## config.mk

```make
export PLATFORM = sky130hd
export DESIGN_NAME = int64_to_decimal_ascii
export DESIGN_NICKNAME = d
export VERILOG_FILES = /design/src/rtl/core/i2d_pkg.sv /design/src/rtl/core/i2d_dabble.sv /design/src/rtl/core/int64_to_decimal_ascii.sv
export SDC_FILE = /design/constraint.sdc
export NUM_CORES = 2
export LEC_CHECK = 0
export BUFFER_PORTS_ARGS = -buffer_cell sky130_fd_sc_hd__buf_2
export CAP_MARGIN = 20
export CORE_UTILIZATION = 40
export DETAILED_ROUTE_END_ITERATION = 7
export GPL_ROUTABILITY_DRIVEN = 0
export HOLD_SLACK_MARGIN = 0.06
export PLACE_DENSITY_LB_ADDON = 0.15
export RECOVER_POWER = 25
export SYNTH_ARGS = -nofsm -noshare
export SYNTH_HDL_FRONTEND = slang
export SYNTH_SLANG_ARGS = --single-unit
```

## constraint.sdc

```tcl
create_clock -name clock -period 43 [get_ports clock]
set_clock_uncertainty 0.1 [all_clocks]
set_input_delay 8.6 -clock clock [delete_from_list [all_inputs] [get_ports clock]]
set_output_delay 8.6 -clock clock [all_outputs]
set_load 0.005 [all_outputs]
```

## src/rtl/core/i2d_pkg.sv

```systemverilog
// Shared types and constants for the 64-bit binary to decimal ASCII converter.
`default_nettype none
package i2d_pkg;
   localparam int unsigned ValueWidth = 64;
   localparam int unsigned MaxChars   = 20;
   localparam int unsigned CountWidth = 5;
   localparam int unsigned BcdWidth   = MaxChars * 4;
   localparam logic [7:0]  CharZero   = 8'd48;
   localparam logic [7:0]  CharMinus  = 8'd45;

   // One word in flight through the conversion pipeline.
   typedef struct packed {
      logic                  vld;
      logic                  neg;
      logic [ValueWidth-1:0] bin;
      logic [BcdWidth-1:0]   bcd;
   } conv_type;

   // Shift-add-3 step: add 3 to every BCD nibble at 5 or more, then shift in one bit.
   function automatic logic [BcdWidth-1:0] dabble_step(input logic [BcdWidth-1:0] bcd,
                                                       input logic bit_in);
      logic [BcdWidth-1:0] adj;
      adj = bcd;
      for (int n = 0; n < MaxChars; n++) begin
         if (bcd[n*4 +: 4] >= 4'd5) begin
            adj[n*4 +: 4] = bcd[n*4 +: 4] + 4'd3;
         end
      end
      return {adj[BcdWidth-2:0], bit_in};
   endfunction
endpackage
`default_nettype wire

```

## src/rtl/core/i2d_dabble.sv

```systemverilog
// Pipelined double-dabble converter: binary magnitude in, BCD digits out.
`default_nettype none
module i2d_dabble
   import i2d_pkg::*;
#(
   parameter int unsigned BitsPerStage = 4
) (
   input  wire logic     clock,
   input  wire logic     reset,
   input  wire logic     advance,
   input  wire conv_type stage_in,
   output conv_type      stage_out
);
   localparam int unsigned Stages = ValueWidth / BitsPerStage;

   conv_type pipe_ff [Stages];
   conv_type pipe_in [Stages];

   // BitsPerStage shift-add-3 steps on one word.
   function automatic conv_type run_stage(input conv_type word_in);
      conv_type cur;
      cur = word_in;
      for (int b = 0; b < BitsPerStage; b++) begin
         cur.bcd = dabble_step(cur.bcd, cur.bin[ValueWidth-1]);
         cur.bin = {cur.bin[ValueWidth-2:0], 1'b0};
      end
      return cur;
   endfunction

   always_comb begin
      pipe_in[0] = run_stage(stage_in);
      for (int s = 1; s < Stages; s++) begin
         pipe_in[s] = run_stage(pipe_ff[s-1]);
      end
   end

   always_ff @(posedge clock) begin
      for (int s = 0; s < Stages; s++) begin
         if (reset) begin
            pipe_ff[s].vld <= 1'b0;
         end else if (advance) begin
            pipe_ff[s] <= pipe_in[s];
         end
      end
   end

   assign stage_out = pipe_ff[Stages-1];
endmodule
`default_nettype wire

```

## src/rtl/core/int64_to_decimal_ascii.sv

```systemverilog
// Top level of the 64-bit binary to decimal ASCII converter.
// Each accepted word carries a mode bit and a 64-bit value; the block emits its decimal
// text one character per output word, most significant digit first, no leading zeros,
// '-' first for a negative value in signed mode (the most negative value prints exactly).
// The last character has tlast set and carries the character count in tuser.
// Pipeline: one negate stage plus 64/BitsPerStage double-dabble stages, then the
// character serializer. A number prints as 1 to 20 characters; the serializer holds one
// number at a time and the pipeline stalls behind it.
`default_nettype none
module int64_to_decimal_ascii
   import i2d_pkg::*;
#(
   parameter int unsigned BitsPerStage = 4
) (
   input  wire logic        clock,
   input  wire logic        reset,
   input  wire logic        req_tvalid,
   output      logic        req_tready,
   input  wire logic [71:0] req_tdata,   // [0] cmd, [64:1] value, zero fill
   output      logic        rsp_tvalid,
   input  wire logic        rsp_tready,
   output      logic [7:0]  rsp_tdata,   // [7:0] ascii_char
   output      logic        rsp_tlast,
   output      logic [4:0]  rsp_tuser    // [4:0] text_length
);
   localparam int unsigned IdxWidth = $clog2(MaxChars);

   conv_type neg_ff, neg_in, dab_out;
   logic advance;

   // Serializer state.
   logic                 busy_ff;
   logic                 neg_pending_ff;
   logic [BcdWidth-1:0]  digits_ff;
   logic [IdxWidth-1:0]  idx_ff;       // current digit index
   logic [CountWidth-1:0] count_ff;    // characters up to and including the current one
   logic                 load;
   logic [IdxWidth-1:0]  top_idx;

   // The pipeline moves unless its final word waits for a busy serializer.
   assign advance    = !(dab_out.vld && busy_ff);
   assign req_tready = advance;
   assign load       = dab_out.vld && !busy_ff;

   // Stage 0: sign decision and unsigned negation.
   always_comb begin
      neg_in.vld = req_tvalid;
      neg_in.neg = req_tdata[0] && req_tdata[64];
      neg_in.bin = neg_in.neg ? (ValueWidth'(0) - req_tdata[64:1]) : req_tdata[64:1];
      neg_in.bcd = '0;
   end

   always_ff @(posedge clock) begin
      if (reset) begin
         neg_ff.vld <= 1'b0;
      end else if (advance) begin
         neg_ff <= neg_in;
      end
   end

   i2d_dabble #(.BitsPerStage(BitsPerStage)) u_dabble (
      .clock    (clock),
      .reset    (reset),
      .advance  (advance),
      .stage_in (neg_ff),
      .stage_out(dab_out)
   );

   // Highest nonzero digit, zero value keeps index 0.
   always_comb begin
      top_idx = '0;
      for (int n = 0; n < MaxChars; n++) begin
         if (dab_out.bcd[n*4 +: 4] != 4'd0) begin
            top_idx = IdxWidth'(n);
         end
      end
   end

   logic fire;
   logic final_char;
   assign fire       = rsp_tvalid && rsp_tready;
   assign final_char = !neg_pending_ff && (idx_ff == '0);

   always_ff @(posedge clock) begin
      if (reset) begin
         busy_ff <= 1'b0;
      end else if (load) begin
         busy_ff <= 1'b1;
      end else if (fire && final_char) begin
         busy_ff <= 1'b0;
      end
   end

   always_ff @(posedge clock) begin
      if (load) begin
         digits_ff      <= dab_out.bcd;
         neg_pending_ff <= dab_out.neg;
         idx_ff         <= top_idx;
         count_ff       <= CountWidth'(1);
      end else if (fire) begin
         count_ff <= count_ff + CountWidth'(1);
         if (neg_pending_ff) begin
            neg_pending_ff <= 1'b0;
         end else begin
            idx_ff <= idx_ff - IdxWidth'(1);
         end
      end
   end

   assign rsp_tvalid = busy_ff;
   assign rsp_tdata  = neg_pending_ff ? CharMinus
                                      : (CharZero + {4'd0, digits_ff[idx_ff*4 +: 4]});
   assign rsp_tlast  = final_char;
   assign rsp_tuser  = final_char ? count_ff : '0;

   a_hold: assert property (@(posedge clock) disable iff (reset)
      rsp_tvalid && !rsp_tready |=> rsp_tvalid && $stable(rsp_tdata))
      else $error("output word changed while stalled");
   a_noload_busy: assert property (@(posedge clock) disable iff (reset)
      busy_ff && !(fire && final_char) |=> busy_ff)
      else $error("serializer dropped a number");
   a_count: assert property (@(posedge clock) disable iff (reset)
      rsp_tvalid && rsp_tlast |-> rsp_tuser != '0 && rsp_tuser <= CountWidth'(MaxChars))
      else $error("bad character count");
endmodule
`default_nettype wire
```

==> flow_summary_export.csv <==
group,metric,value,unit
logic_synthesis,netlist_area,109200,um^2
setup_path,path_common_cell,"buf_12",
logic_synthesis,synth.avg_cell_area,9.554,um^2
logic_synthesis,ys_seq_elements,1380,
placed_design,portBuffers,81,
setup_path,start_kind,"input pin",
global_routing,grt_pass1_vias,79636,
logic_synthesis,synth_cell_type_count,98,
timing,slew_headroom,-193.2,%
setup_path,crit_start,"reset",
clocking,post-cts-setup-buffer-count,0,
clocking,post_cts_resized,0,
final_layout,fin_area,119700,um^2
logic_synthesis,synthMuxAreaShare,8.041,%
drt,vias_per_cell,5.320,
timing,hold_viol,0,
timing,fmax,75.52,MHz
setup_path,critPathSlowestCell,"buf_4",
die,ios,92,
drt,final_antenna_net_count,0,
clocking,cts_tree,"built",
placed_design,placed_cell_area,114100,um^2
setup_path,r2r_slack,37170,ps
drt,vias,81827,
logic_synthesis,async_flop_share,0,%
run,cap_violations,1,
clocking,insertion_delay,870,ps
timing,fin_tns_setup,0,ps
logic_synthesis,syn_inst,11430,
logic_synthesis,yosysWarnings,0,
global_routing,grt_max_degree,191,
outcome,status,"finished, violations left",
clocking,ctsHoldBuffers,0,
timing,final.min_clock_period,13240,ps
drt,drtIter0Drc,3296,
logic_synthesis,synth_compound_area_share,20.39,%
setup_path,regToRegStartpoint,"u_dabble.pipe_ff[1][1135]",
clocking,htree_levels,4,
logic_synthesis,synth-seq-area-share,37.89,%
logic_synthesis,synth_edf_count,1373,
setup_path,critPathTopFamily,"buffers and inverters",
hold_path,hp-class,"reg -> reg",
global_routing,grt_pass1_wl,340.4,mm
clocking,clkSinkCount,1380,
clocking,cts_buffers,175,
timing,setup-violations-final,0,
timing,rsz0062_at_grt,"no",
timing,worstMarginPinSlew,4398,ps
outcome,violations,"max-capacitance violations, max-slew violations",
timing,fin_crit_sh,30.79,%
setup_path,critPathRequiredTime,43340,ps
logic_synthesis,synth_top_family_by_area,"compound AO/OA/AOI/OAI gates",
logic_synthesis,synth_ff_type,"edfxtp_1",
die,fp.dieW,524.5,um
clocking,cts.clk_slew.worst_paths,60,ps
drt,wirelength,198.1,mm
drt,drt-wirelength-per-cell,12.88,um
die,die_h,524.5,um
global_routing,grt_util_all_layers,13.82,%
setup_path,worstPathMaxFanout,190,
hold_path,hp-start,"u_dabble.pipe_ff[0][104]",
setup_path,crit_path_end_kind,"register",
final_layout,fin_nets,12745,
timing,final_max_slew_viol_count,87,
logic_synthesis,synthXorXnorAreaFrac,4.817,%
setup_path,cp.buffers_inverters,6,
drt,drt_pass1_iterations,5,
global_routing,grt_antenna_before_repair,1,
clocking,cts_max_path_buffers,4,
logic_synthesis,synthAdderAreaFrac,11.34,%
placed_design,hpwl,147.5,mm
global_routing,overflow,0,
die,coreArea,271200,um^2
setup_path,worstSetupPathType,"in -> reg",
clocking,root_buffer,"clkbuf_16",
final_layout,area_delta_synth_final,9.610,%
final_layout,drive_gt1_share,6.858,%
drt,drc,0,
setup_path,critical_path.max_stage_delay,840,ps
setup_path,crit_arrival,13580,ps
setup_path,path_cells,"buf_2 > a21oi_4 > buf_12 > buf_4 > buf_12 > buf_4 > buf_12",
die,die-area,275100,um^2
die,rows,191,
logic_synthesis,synthSimpleGateAreaFrac,13.44,%
die,start_util,40.26,%
[registers in the layout, indices dropped and copies added, names as in the netlist]
signal and flops:
u_dabble.pipe_ff 1222, neg_pending_ff 1, idx_ff 5, neg_ff 66, digits_ff 80, count_ff 5, rsp_tvalid 1
[per-layer routing]
| metal | GRT usage (%) | up-vias | routed length, um | share of wire, % |
|---|---|---|---|---|
| li1 | - | 42566 | - | - |
| met1 | 15.13 | 38370 | 85430 | 43 |
| met2 | 27.58 | 648 | 104000 | 52 |
| met3 | 1.695 | 243 | 4795 | 2.4 |
| met4 | 3.475 | 0 | 3872 | 2.0 |
| met5 | 0 | - | 0 | 0 |
[synthesized netlist by cell type (90+ instances only)]
master    instances  area, um^2
xor2_1          134        1174
nor2_1          670        2515
a31oi_1         189        1182
nor3b_1         186        1396
nand3_1         105       525.5
nand2_1         753        2826
mux2i_1         571        5715
nand2b_1        427        2671
ha_1            990       12390
nor2b_1         229        1433
a21boi_0        107       803.3
a31o_2           90       788.3
o21a_1          116       870.8
a21o_1          188        1411
o21bai_1         90       675.7
and2_1           92       575.6
edfxtp_1       1373       41230
o31ai_1         105       788.3
inv_1          1147        4305
a21oi_1         982        4915
mux2_2          223        2511
a211oi_1         97       728.2
nor3_1          229        1146
xnor2_1         461        4038
o21ai_0         970        4855
[logic make-up (layout without fill, tap and decap cells)]
logic type,Yosys count,after routing
buffers and inverters,1179,1559
AND/OR/NAND/NOR,2904,2904
multiplexers,819,819
AO/OA/AOI/OAI,3558,3558
XOR/XNOR,598,598
other,2,4
adder cells (fa/ha/maj),990,990
flip-flops,1380,1380
[cell type report]
type | count | area (um^2)
fillers | 25346 | 151600
well taps | 3570 | 4467
flip-flops and latches | 1380 | 41370
clock buffers | 207 | 4562
repair buffers | 100 | 594.3
diodes | 1 | 2.502
inverters | 1150 | 4317
clock inverters | 102 | 992.2
multi-input cells | 8872 | 63390
[final timing paths]
check | endpoint | cells after the start
worst max-delay path | u_dabble.pipe_ff[0][278] | 7
worst min-delay path | u_dabble.pipe_ff[0][250] | 0
worst max register to register | u_dabble.pipe_ff[0][278] | 6
worst min register to register | u_dabble.pipe_ff[0][250] | 0
[cells in the final DEF, fill, tap and decap left out, types with 90 or more instances in the layout]
cell / instances
nor3b_1: 186
nand2_1: 753
o21bai_1: 90
a21o_1: 188
nand2b_1: 427
edfxtp_1: 1373
o21ai_0: 970
o21a_1: 116
mux2_2: 222
xnor2_1: 461
a21oi_1: 981
o31ai_1: 105
mux2i_1: 571
a211oi_1: 97
nor2b_1: 229
a31oi_1: 189
ha_1: 990
and2_1: 91
xor2_1: 134
nor3_1: 229
nor2_1: 670
inv_1: 1146
nand3_1: 105
clkbuf_16: 177
a31o_2: 90
a21boi_0: 107
[metrics by stage]
step / hold WS (ps) / worst slack [ps] / util, % / instances
3_5_place_dp: 304.5 / 28790 / 42.08 / 15072
5_1_grt: 283.4 / 29310 / 44.13 / 15382
2_1_floorplan: 300.3 / 17000 / - / 11431
3_3_place_gp: 300.2 / 28860 / 42.08 / 15072
6_report: 264.7 / 29760 / 44.13 / 15382
4_1_cts: 260.5 / 29660 / 44.13 / 15381
Power is left out: the tool's default activity adds up to more than one toggle a clock period on the data nets, which glitch-free logic cannot reach.
